### src/design/acpn_pkg.sv
// Shared types, constants and helpers for the box closest-point pipeline.
`default_nettype none

package acpn_pkg;

    // Coordinate width and the derived widths.
    localparam int CoordBits = 32;
    localparam int DiffBits  = CoordBits + 1;
    localparam int InBits    = ((3 * CoordBits + 7) / 8) * 8;
    localparam int OutFields = 3 * CoordBits + 4;
    localparam int OutBits   = ((OutFields + 7) / 8) * 8;
    localparam int CfgIdxBits = 3;
    localparam int FaceBits  = 3;

    typedef logic [CoordBits-1:0] t_coord;
    typedef logic [DiffBits-1:0]  t_diff;
    typedef logic [FaceBits-1:0]  t_face;
    typedef t_coord [2:0]         t_vec;

    // Face codes, in tie-break order.
    localparam t_face FacePosX = 3'd0;
    localparam t_face FacePosY = 3'd1;
    localparam t_face FacePosZ = 3'd2;
    localparam t_face FaceNegX = 3'd3;
    localparam t_face FaceNegY = 3'd4;
    localparam t_face FaceNegZ = 3'd5;

    // Configuration register indexes.
    localparam logic [CfgIdxBits-1:0] RegLowerX = 3'd0;
    localparam logic [CfgIdxBits-1:0] RegLowerY = 3'd1;
    localparam logic [CfgIdxBits-1:0] RegLowerZ = 3'd2;
    localparam logic [CfgIdxBits-1:0] RegUpperX = 3'd3;
    localparam logic [CfgIdxBits-1:0] RegUpperY = 3'd4;
    localparam logic [CfgIdxBits-1:0] RegUpperZ = 3'd5;

    // Upper corner after reset: 1.0 in Q16.16.
    localparam t_coord UpperReset = t_coord'(65536);

    typedef struct packed {
        t_vec lo;
        t_vec hi;
    } t_box;

    // After the difference stage.
    typedef struct packed {
        t_vec        p;
        t_diff [2:0] dhi;
        t_diff [2:0] dlo;
    } t_s1;

    // After the clamp and score stage; keys are maximised.
    typedef struct packed {
        t_vec        p;
        t_vec        nr;
        logic        in_box;
        t_diff [5:0] key;
    } t_s2;

    // After the pairwise compare.
    typedef struct packed {
        t_vec        p;
        t_vec        nr;
        logic        in_box;
        t_diff [2:0] wkey;
        t_face [2:0] wface;
    } t_s3;

    // After merging the first two pairs.
    typedef struct packed {
        t_vec  p;
        t_vec  nr;
        logic  in_box;
        t_diff abkey;
        t_face abface;
        t_diff ckey;
        t_face cface;
    } t_s4;

    // Sign-extend a coordinate by one bit.
    function automatic t_diff sx(input t_coord v);
        sx = {v[CoordBits-1], v};
    endfunction

endpackage

`default_nettype wire

### src/design/aabb_closest_point_normal_top.sv
// Throughput: one point per cycle while the output is not stalled; five register
// stages (differences, clamp and keys, pair compare, pair merge, final merge into the
// output register). A stalled output holds each full stage whose next stage is full;
// nothing is dropped or repeated. Reset clears all valid flags and sets the box to the
// unit cube.
// Top level: box closest point and face normal, configuration registers, output stage.
`default_nettype none

module aabb_closest_point_normal_top (
    input  wire logic                                 i_clk,
    input  wire logic                                 i_rst_n,
    // Configuration write port
    input  wire logic                                 i_cfg_we,
    input  wire logic [acpn_pkg::CfgIdxBits-1:0]      i_cfg_idx,
    input  wire logic [acpn_pkg::CoordBits-1:0]       i_cfg_data,
    // Input stream
    input  wire logic                                 s_axis_tvalid,
    output logic                                      s_axis_tready,
    // point_x, point_y, point_z (lowest bit up)
    input  wire logic [acpn_pkg::InBits-1:0]          s_axis_tdata,
    // Output stream
    output logic                                      m_axis_tvalid,
    input  wire logic                                 m_axis_tready,
    // near_x, near_y, near_z, face_code, was_inside, zero pad (lowest bit up)
    output logic [acpn_pkg::OutBits-1:0]              m_axis_tdata
);

    localparam int Cb = acpn_pkg::CoordBits;

    acpn_pkg::t_box   r_box;
    acpn_pkg::t_vec   point;
    logic             v1;
    logic             v2;
    logic             v4;
    logic             rdy1;
    logic             rdy2;
    logic             rdy4;
    logic             out_ready;
    acpn_pkg::t_s1    s1;
    acpn_pkg::t_s2    s2;
    acpn_pkg::t_s4    s4;
    logic             r_ov;
    acpn_pkg::t_vec   r_near;
    acpn_pkg::t_face  r_face;
    logic             r_inside;
    acpn_pkg::t_vec   n_near;
    acpn_pkg::t_face  n_face;

    // Write the box corners.
    always_ff @(posedge i_clk) begin
        if (!i_rst_n) begin
            r_box.lo <= '0;
            r_box.hi <= {acpn_pkg::UpperReset, acpn_pkg::UpperReset, acpn_pkg::UpperReset};
        end else if (i_cfg_we) begin
            case (i_cfg_idx)
                acpn_pkg::RegLowerX: r_box.lo[0] <= i_cfg_data;
                acpn_pkg::RegLowerY: r_box.lo[1] <= i_cfg_data;
                acpn_pkg::RegLowerZ: r_box.lo[2] <= i_cfg_data;
                acpn_pkg::RegUpperX: r_box.hi[0] <= i_cfg_data;
                acpn_pkg::RegUpperY: r_box.hi[1] <= i_cfg_data;
                acpn_pkg::RegUpperZ: r_box.hi[2] <= i_cfg_data;
                default: ;
            endcase
        end
    end

    // Unpack the input beat.
    assign point[0] = s_axis_tdata[Cb-1:0];
    assign point[1] = s_axis_tdata[2*Cb-1:Cb];
    assign point[2] = s_axis_tdata[3*Cb-1:2*Cb];

    acpn_diff u_diff (
        .i_clk   (i_clk),
        .i_rst_n (i_rst_n),
        .i_valid (s_axis_tvalid),
        .o_ready (s_axis_tready),
        .i_point (point),
        .i_box   (r_box),
        .o_valid (v1),
        .i_ready (rdy1),
        .o_s1    (s1)
    );

    acpn_score u_score (
        .i_clk   (i_clk),
        .i_rst_n (i_rst_n),
        .i_valid (v1),
        .o_ready (rdy1),
        .i_s1    (s1),
        .i_box   (r_box),
        .o_valid (v2),
        .i_ready (rdy2),
        .o_s2    (s2)
    );

    acpn_select u_select (
        .i_clk   (i_clk),
        .i_rst_n (i_rst_n),
        .i_valid (v2),
        .o_ready (rdy2),
        .i_s2    (s2),
        .o_valid (v4),
        .i_ready (rdy4),
        .o_s4    (s4)
    );

    assign out_ready = !r_ov || m_axis_tready;
    assign rdy4      = out_ready;

    // Final merge with the third pair, then snap an inside point to its face.
    always_comb begin
        if ($signed(s4.ckey) > $signed(s4.abkey)) begin
            n_face = s4.cface;
        end else begin
            n_face = s4.abface;
        end
        if (s4.in_box) begin
            n_near = s4.p;
            case (n_face)
                acpn_pkg::FacePosX: n_near[0] = r_box.hi[0];
                acpn_pkg::FacePosY: n_near[1] = r_box.hi[1];
                acpn_pkg::FacePosZ: n_near[2] = r_box.hi[2];
                acpn_pkg::FaceNegX: n_near[0] = r_box.lo[0];
                acpn_pkg::FaceNegY: n_near[1] = r_box.lo[1];
                acpn_pkg::FaceNegZ: n_near[2] = r_box.lo[2];
                default: ;
            endcase
        end else begin
            n_near = s4.nr;
        end
    end

    // Output register valid flag.
    always_ff @(posedge i_clk) begin
        if (!i_rst_n) begin
            r_ov <= 1'b0;
        end else if (out_ready) begin
            r_ov <= v4;
        end
    end

    // Output register payload.
    always_ff @(posedge i_clk) begin
        if (v4 && out_ready) begin
            r_near   <= n_near;
            r_face   <= n_face;
            r_inside <= s4.in_box;
        end
    end

    assign m_axis_tvalid = r_ov;
    assign m_axis_tdata  = acpn_pkg::OutBits'({r_inside, r_face, r_near[2], r_near[1],
                                              r_near[0]});

    // The input side stalls only when the whole pipeline is held by the output.
    a_stall_only_when_full: assert property (@(posedge i_clk) disable iff (!i_rst_n)
        !s_axis_tready |-> (m_axis_tvalid && !m_axis_tready))
        else $error("input stalled while output side is free");

    // A face code is always one of the six faces.
    a_face_range: assert property (@(posedge i_clk) disable iff (!i_rst_n)
        m_axis_tvalid |-> (r_face <= acpn_pkg::FaceNegZ))
        else $error("face code out of range");

    // Nothing is offered straight after reset.
    a_reset_clears: assert property (@(posedge i_clk)
        $past(!i_rst_n) |-> !m_axis_tvalid)
        else $error("output valid after reset");

    // An inside point snapped to the +x face sits on the upper x bound.
    a_inside_on_face: assert property (@(posedge i_clk) disable iff (!i_rst_n)
        (m_axis_tvalid && r_inside && (r_face == acpn_pkg::FacePosX))
            |-> (r_near[0] == r_box.hi[0]))
        else $error("inside point not snapped to its face");

endmodule

`default_nettype wire

### src/design/acpn_diff.sv
// First stage: signed distances from the point to both corners on each axis.
`default_nettype none

module acpn_diff (
    input  wire logic          i_clk,
    input  wire logic          i_rst_n,
    input  wire logic          i_valid,
    output logic               o_ready,
    input  wire acpn_pkg::t_vec i_point,
    input  wire acpn_pkg::t_box i_box,
    output logic               o_valid,
    input  wire logic          i_ready,
    output acpn_pkg::t_s1      o_s1
);

    logic          r_v;
    acpn_pkg::t_s1 r_s1;
    acpn_pkg::t_s1 n_s1;

    assign o_ready = !r_v || i_ready;

    // Form upper - point and point - lower at one extra bit.
    always_comb begin
        n_s1.p = i_point;
        for (int i = 0; i < 3; i++) begin
            n_s1.dhi[i] = acpn_pkg::sx(i_box.hi[i]) - acpn_pkg::sx(i_point[i]);
            n_s1.dlo[i] = acpn_pkg::sx(i_point[i]) - acpn_pkg::sx(i_box.lo[i]);
        end
    end

    // Hold the valid flag.
    always_ff @(posedge i_clk) begin
        if (!i_rst_n) begin
            r_v <= 1'b0;
        end else if (o_ready) begin
            r_v <= i_valid;
        end
    end

    // Load the payload on an accepted beat.
    always_ff @(posedge i_clk) begin
        if (i_valid && o_ready) begin
            r_s1 <= n_s1;
        end
    end

    assign o_valid = r_v;
    assign o_s1    = r_s1;

endmodule

`default_nettype wire

### src/design/acpn_score.sv
// Second stage: inside test, clamping and the six face keys.
`default_nettype none

module acpn_score (
    input  wire logic          i_clk,
    input  wire logic          i_rst_n,
    input  wire logic          i_valid,
    output logic               o_ready,
    input  wire acpn_pkg::t_s1 i_s1,
    input  wire acpn_pkg::t_box i_box,
    output logic               o_valid,
    input  wire logic          i_ready,
    output acpn_pkg::t_s2      o_s2
);

    logic          r_v;
    acpn_pkg::t_s2 r_s2;
    acpn_pkg::t_s2 n_s2;
    logic [2:0]    below;
    logic [2:0]    above;
    acpn_pkg::t_diff [2:0] oscore;

    assign o_ready = !r_v || i_ready;

    // Clamp each axis and build keys so that the winner is always the largest.
    // Inside, the nearest face has the smallest distance, so negate it.
    always_comb begin
        n_s2.p = i_s1.p;
        for (int i = 0; i < 3; i++) begin
            below[i] = i_s1.dlo[i][acpn_pkg::DiffBits-1];
            above[i] = i_s1.dhi[i][acpn_pkg::DiffBits-1];
            if (below[i]) begin
                n_s2.nr[i] = i_box.lo[i];
                oscore[i]  = i_s1.dlo[i];
            end else if (above[i]) begin
                n_s2.nr[i] = i_box.hi[i];
                oscore[i]  = -i_s1.dhi[i];
            end else begin
                n_s2.nr[i] = i_s1.p[i];
                oscore[i]  = '0;
            end
        end
        n_s2.in_box = !(|below) && !(|above);
        for (int i = 0; i < 3; i++) begin
            if (n_s2.in_box) begin
                n_s2.key[i]     = -i_s1.dhi[i];
                n_s2.key[i + 3] = -i_s1.dlo[i];
            end else begin
                n_s2.key[i]     = oscore[i];
                n_s2.key[i + 3] = -oscore[i];
            end
        end
    end

    // Hold the valid flag.
    always_ff @(posedge i_clk) begin
        if (!i_rst_n) begin
            r_v <= 1'b0;
        end else if (o_ready) begin
            r_v <= i_valid;
        end
    end

    // Load the payload on an accepted beat.
    always_ff @(posedge i_clk) begin
        if (i_valid && o_ready) begin
            r_s2 <= n_s2;
        end
    end

    assign o_valid = r_v;
    assign o_s2    = r_s2;

endmodule

`default_nettype wire

### src/design/acpn_select.sv
// Third and fourth stages: pairwise key compare, then merge of the first two pairs.
`default_nettype none

module acpn_select (
    input  wire logic          i_clk,
    input  wire logic          i_rst_n,
    input  wire logic          i_valid,
    output logic               o_ready,
    input  wire acpn_pkg::t_s2 i_s2,
    output logic               o_valid,
    input  wire logic          i_ready,
    output acpn_pkg::t_s4      o_s4
);

    logic          r_v3;
    logic          r_v4;
    logic          ready3;
    logic          ready4;
    acpn_pkg::t_s3 r_s3;
    acpn_pkg::t_s3 n_s3;
    acpn_pkg::t_s4 r_s4;
    acpn_pkg::t_s4 n_s4;

    assign ready4  = !r_v4 || i_ready;
    assign ready3  = !r_v3 || ready4;
    assign o_ready = ready3;

    // Compare each pair; the later face wins only on a strictly larger key.
    always_comb begin
        n_s3.p      = i_s2.p;
        n_s3.nr     = i_s2.nr;
        n_s3.in_box = i_s2.in_box;
        for (int j = 0; j < 3; j++) begin
            if ($signed(i_s2.key[2 * j + 1]) > $signed(i_s2.key[2 * j])) begin
                n_s3.wkey[j]  = i_s2.key[2 * j + 1];
                n_s3.wface[j] = acpn_pkg::FaceBits'(2 * j + 1);
            end else begin
                n_s3.wkey[j]  = i_s2.key[2 * j];
                n_s3.wface[j] = acpn_pkg::FaceBits'(2 * j);
            end
        end
    end

    // Merge the first two pair winners; pass the third along.
    always_comb begin
        n_s4.p      = r_s3.p;
        n_s4.nr     = r_s3.nr;
        n_s4.in_box = r_s3.in_box;
        n_s4.ckey   = r_s3.wkey[2];
        n_s4.cface  = r_s3.wface[2];
        if ($signed(r_s3.wkey[1]) > $signed(r_s3.wkey[0])) begin
            n_s4.abkey  = r_s3.wkey[1];
            n_s4.abface = r_s3.wface[1];
        end else begin
            n_s4.abkey  = r_s3.wkey[0];
            n_s4.abface = r_s3.wface[0];
        end
    end

    // Advance the valid flags.
    always_ff @(posedge i_clk) begin
        if (!i_rst_n) begin
            r_v3 <= 1'b0;
            r_v4 <= 1'b0;
        end else begin
            if (ready3) begin
                r_v3 <= i_valid;
            end
            if (ready4) begin
                r_v4 <= r_v3;
            end
        end
    end

    // Load the payloads.
    always_ff @(posedge i_clk) begin
        if (i_valid && ready3) begin
            r_s3 <= n_s3;
        end
        if (r_v3 && ready4) begin
            r_s4 <= n_s4;
        end
    end

    assign o_valid = r_v4;
    assign o_s4    = r_s4;

endmodule

`default_nettype wire

### config.mk
export PLATFORM = sky130hd
export DESIGN_NAME = aabb_closest_point_normal_top
export DESIGN_NICKNAME = d
export VERILOG_FILES = /design/src/design/acpn_pkg.sv /design/src/design/aabb_closest_point_normal_top.sv /design/src/design/acpn_diff.sv /design/src/design/acpn_score.sv /design/src/design/acpn_select.sv
export SDC_FILE = /design/constraint.sdc
export NUM_CORES = 2
export LEC_CHECK = 0
export BUFFER_PORTS_ARGS = -buffer_cell sky130_fd_sc_hd__buf_2
export CELL_PAD_IN_SITES_DETAIL_PLACEMENT = 1
export CELL_PAD_IN_SITES_GLOBAL_PLACEMENT = 1
export CORE_ASPECT_RATIO = 1.1
export CORE_UTILIZATION = 51
export CTS_BUF_LIST = sky130_fd_sc_hd__clkbuf_2 sky130_fd_sc_hd__clkbuf_4 sky130_fd_sc_hd__clkbuf_8
export CTS_CLUSTER_SIZE = 28
export DETAILED_ROUTE_END_ITERATION = 6
export GPL_ROUTABILITY_DRIVEN = 0
export PLACE_DENSITY = 0.8
export SYNTH_ARGS = -nofsm -noshare
export SYNTH_HDL_FRONTEND = slang
export SYNTH_SLANG_ARGS = --single-unit
### constraint.sdc
create_clock -name i_clk -period 52.8 [get_ports i_clk]
set_clock_uncertainty 0.05 [all_clocks]
set_input_delay 5.28 -clock i_clk [delete_from_list [all_inputs] [get_ports i_clk]]
set_output_delay 5.28 -clock i_clk [all_outputs]
set_load 0.02 [all_outputs]
==> flow_summary.ini <==
[status]
status = finished, final reports clean

[finish]
synthToLayoutAreaGrowth_pct = 10.83
multi_input_area_sq_um = 32330
n_fill_cell = 16180
layout-drive-gt1-share = 0.1231
final_common_cell = edfxtp_1
seq_area_sq_um = 44240
num-nets-final = 7860
final_util = 0.5711
final_cell_mix = 1,342 x edfxtp_1, 824 x nand2_1, 486 x inv_1, 369 x ha_1, 365 x o21ai_0

[clock_tree]
cts_made_buffers = 275
h-tree-depth = 5
cts_root_buffer = clkbuf_8
post_cts_buffers = 0
cts_hold_buf = 0
cts_resized = 0
cts_tree = done
clk_pin_slew_ns = 0.06
clock_path_buffers = 4
cts_sinks = 1539
clock_latency_ns = 1.05

[timing]
hold_viol = 0
hold_slack_ns = 0.3284
worst_slew_pin_slew_ns = 1.434
setup_tns_ns = 0
rsz0062_at_grt = false
fmax_mhz = 83.31
drv_slew = 0
setup_violations = 0
fin_crit_ns = 12.00
slew_headroom = 0.04430
min_period_over_period = 0.2273

[synthesis]
postSynthAreaPerCell_sq_um = 11.16
yosysSeqAreaShare = 0.5563
synth_mux_area_frac = 0.02363
synth-simple-area-share = 0.1271
ys_ff_latch = 1539
synth_top_area_cell = edfxtp_1
synthCells = 7124
synthTopCellsByArea = edfxtp_1 51%, ha_1 5.8%, dfxtp_1 5.0%
synthArstFlopShare = 0
synth.cell_area_sq_um = 79540
synthXorXnorAreaFrac = 0.03876
synth.distinct_cells = 100
synth_top_family_by_area = compound AO/OA/AOI/OAI gates
synth_ff_type = edfxtp_1
synth_top_area_frac = 0.5067
synthAdderAreaFrac = 0.05956
synth-compound-area-share = 0.1538
synth_edf_count = 1342
synth_warnings = 0

[pwr]
vdd.ir_drop.worst_uv = 32.20
pwr-share-seq = 0.495
p_sw_uw = 784.6
power_switching_share = 0.2696
clkPwrFrac = 0.385
p_int_mw = 2.126
leakage_nw = 32.54
powerDensity_nw_per_um2 = 33.01
pwr-share-comb = 0.120

[worst_setup_path]
worstPathRequired_ns = 47.47
cp_max_fo = 6
criticalPathCategory = in -> out
critPathTopFamily = simple AND/OR/NAND/NOR gates
crit_path_top_delay_cell = and3_1
end_kind = primary output
path_cells = buf_2, nor2b_1, and3_1, nand3_1, buf_2
startpoint_type = input port
worstPathArrival_ns = 6.67
cpPeakStageDelay_ns = 0.49
path_buf_inv = 2
cp_common_cell = buf_2

[placement]
hpwl_um = 189100
portBuffers = 237

[global_routing]
grt_pass1_wl_um = 397500
grt_max_degree = 162
grt-ovfl-total = 0
track_usage = 0.3366
grt_pass1_vias = 62890
antenna_found_initial = 14

[detailed_routing]
dr.max_layer_used = met5
drt-pass1-iter-count = 6
wl_um = 269200
vias_per_cell = 6.455
wl_met1_um = 108000
vias = 62040
met3_length_um = 25130
drt_iter0_drc = 7079
wl_per_cell_um = 28.01
detail-route-antenna-nets = 0
drc_errors = 0
dr_wl_met2_um = 121400

[die]
die_area_sq_um = 157500
fp.coreArea_sq_um = 154400
chipWidth_um = 378.5
start_util = 0.5153
die_h_um = 416.2
num_rows = 151
io_pins = 242

[job]
cap_viol_max_count = 0

[worst_hold_path]
hp-class = reg -> reg
## final timing paths
| check | to | slack (ns) | startpoint | cells after the start |
|---|---|---|---|---|
| setup / recovery | s_axis_tready | 40.80 | m_axis_tready | 5 |
| hold / removal | u_select.o_s4[134] | 0.33 | u_select.n_s4[134] | 0 |
| setup reg to reg | u_score.o_s2[191] | 47.48 | u_diff.o_s1[169] | 9 |
| hold reg to reg | u_select.o_s4[134] | 0.33 | u_select.n_s4[134] | 0 |
## power by group through the flow
stage	Combinational [mW]	Clock, mW	Sequential (mW)
finish	0.348	1.12	1.44
global route	0.372	1.18	1.44
CTS	0.341	1.13	1.44
detailed placement	0.336	0	1.46
global placement	0.322	0	1.46
floorplan	0.222	0	1.47
## stage by stage
step                setup slack, ns  area, sq um  std cells  power [mW]
finish                        40.80        88150       9611       2.910
global route                  40.66        88150       9609       2.996
CTS                           40.78        88140       9606       2.914
detailed placement            40.80        82790       9137       1.800
global placement              40.84        82790       9137       1.782
floorplan                     17.25        79550       7127       1.688
## synth_stat cells, types with 70 or more instances
cell type,count
nor4_1,85
mux2_2,70
xor2_1,128
nor2_1,326
clkbuf_1,328
nand4_1,141
o21ai_0,367
a21oi_1,273
ha_1,369
o2111ai_1,72
a311oi_1,71
inv_1,487
a21o_1,167
nor3_1,124
nand2_1,825
nand3_1,169
xnor2_1,224
dfxtp_1,197
a21boi_0,204
nor2b_1,85
mux2i_1,109
edfxtp_1,1342
## logic make-up after synthesis
group,count (synthesis)
AND/OR/NAND/NOR,2080
AO/OA/AOI/OAI,1742
flip-flops,1539
buffers and inverters,856
adder cells (fa/ha/maj),375
XOR/XNOR,352
multiplexers,179
other,1
## state kept, by name (all words and copies together), names as in the netlist, 3 cells and up
register and cells:
u_score.o_s2 391, u_diff.o_s1 294, u_select.o_s4 262, u_select.n_s4 227, r_box 192, m_axis_tdata 96, u_select.r_s3 68, r_face 3
## per-layer routing
| metal | track usage | vias to the layer above |
|---|---|---|
| li1 | - | 27120 |
| met1 | 0.4475 | 31280 |
| met2 | 0.5173 | 3021 |
| met3 | 0.07391 | 617 |
| met4 | 0.1713 | 8 |
| met5 | 0 | - |
## cell type report
type	count	share of cell area
antenna	5	0.0001419
clock buffer	395	0.05514
clock inverter	74	0.005536
inverter	488	0.02081
multi-input combinational	4732	0.3668
sequential	1539	0.5019
tap	2065	0.02931
timing repair buffer	313	0.02038
Note: power is estimated with default switching activity, not from simulation.
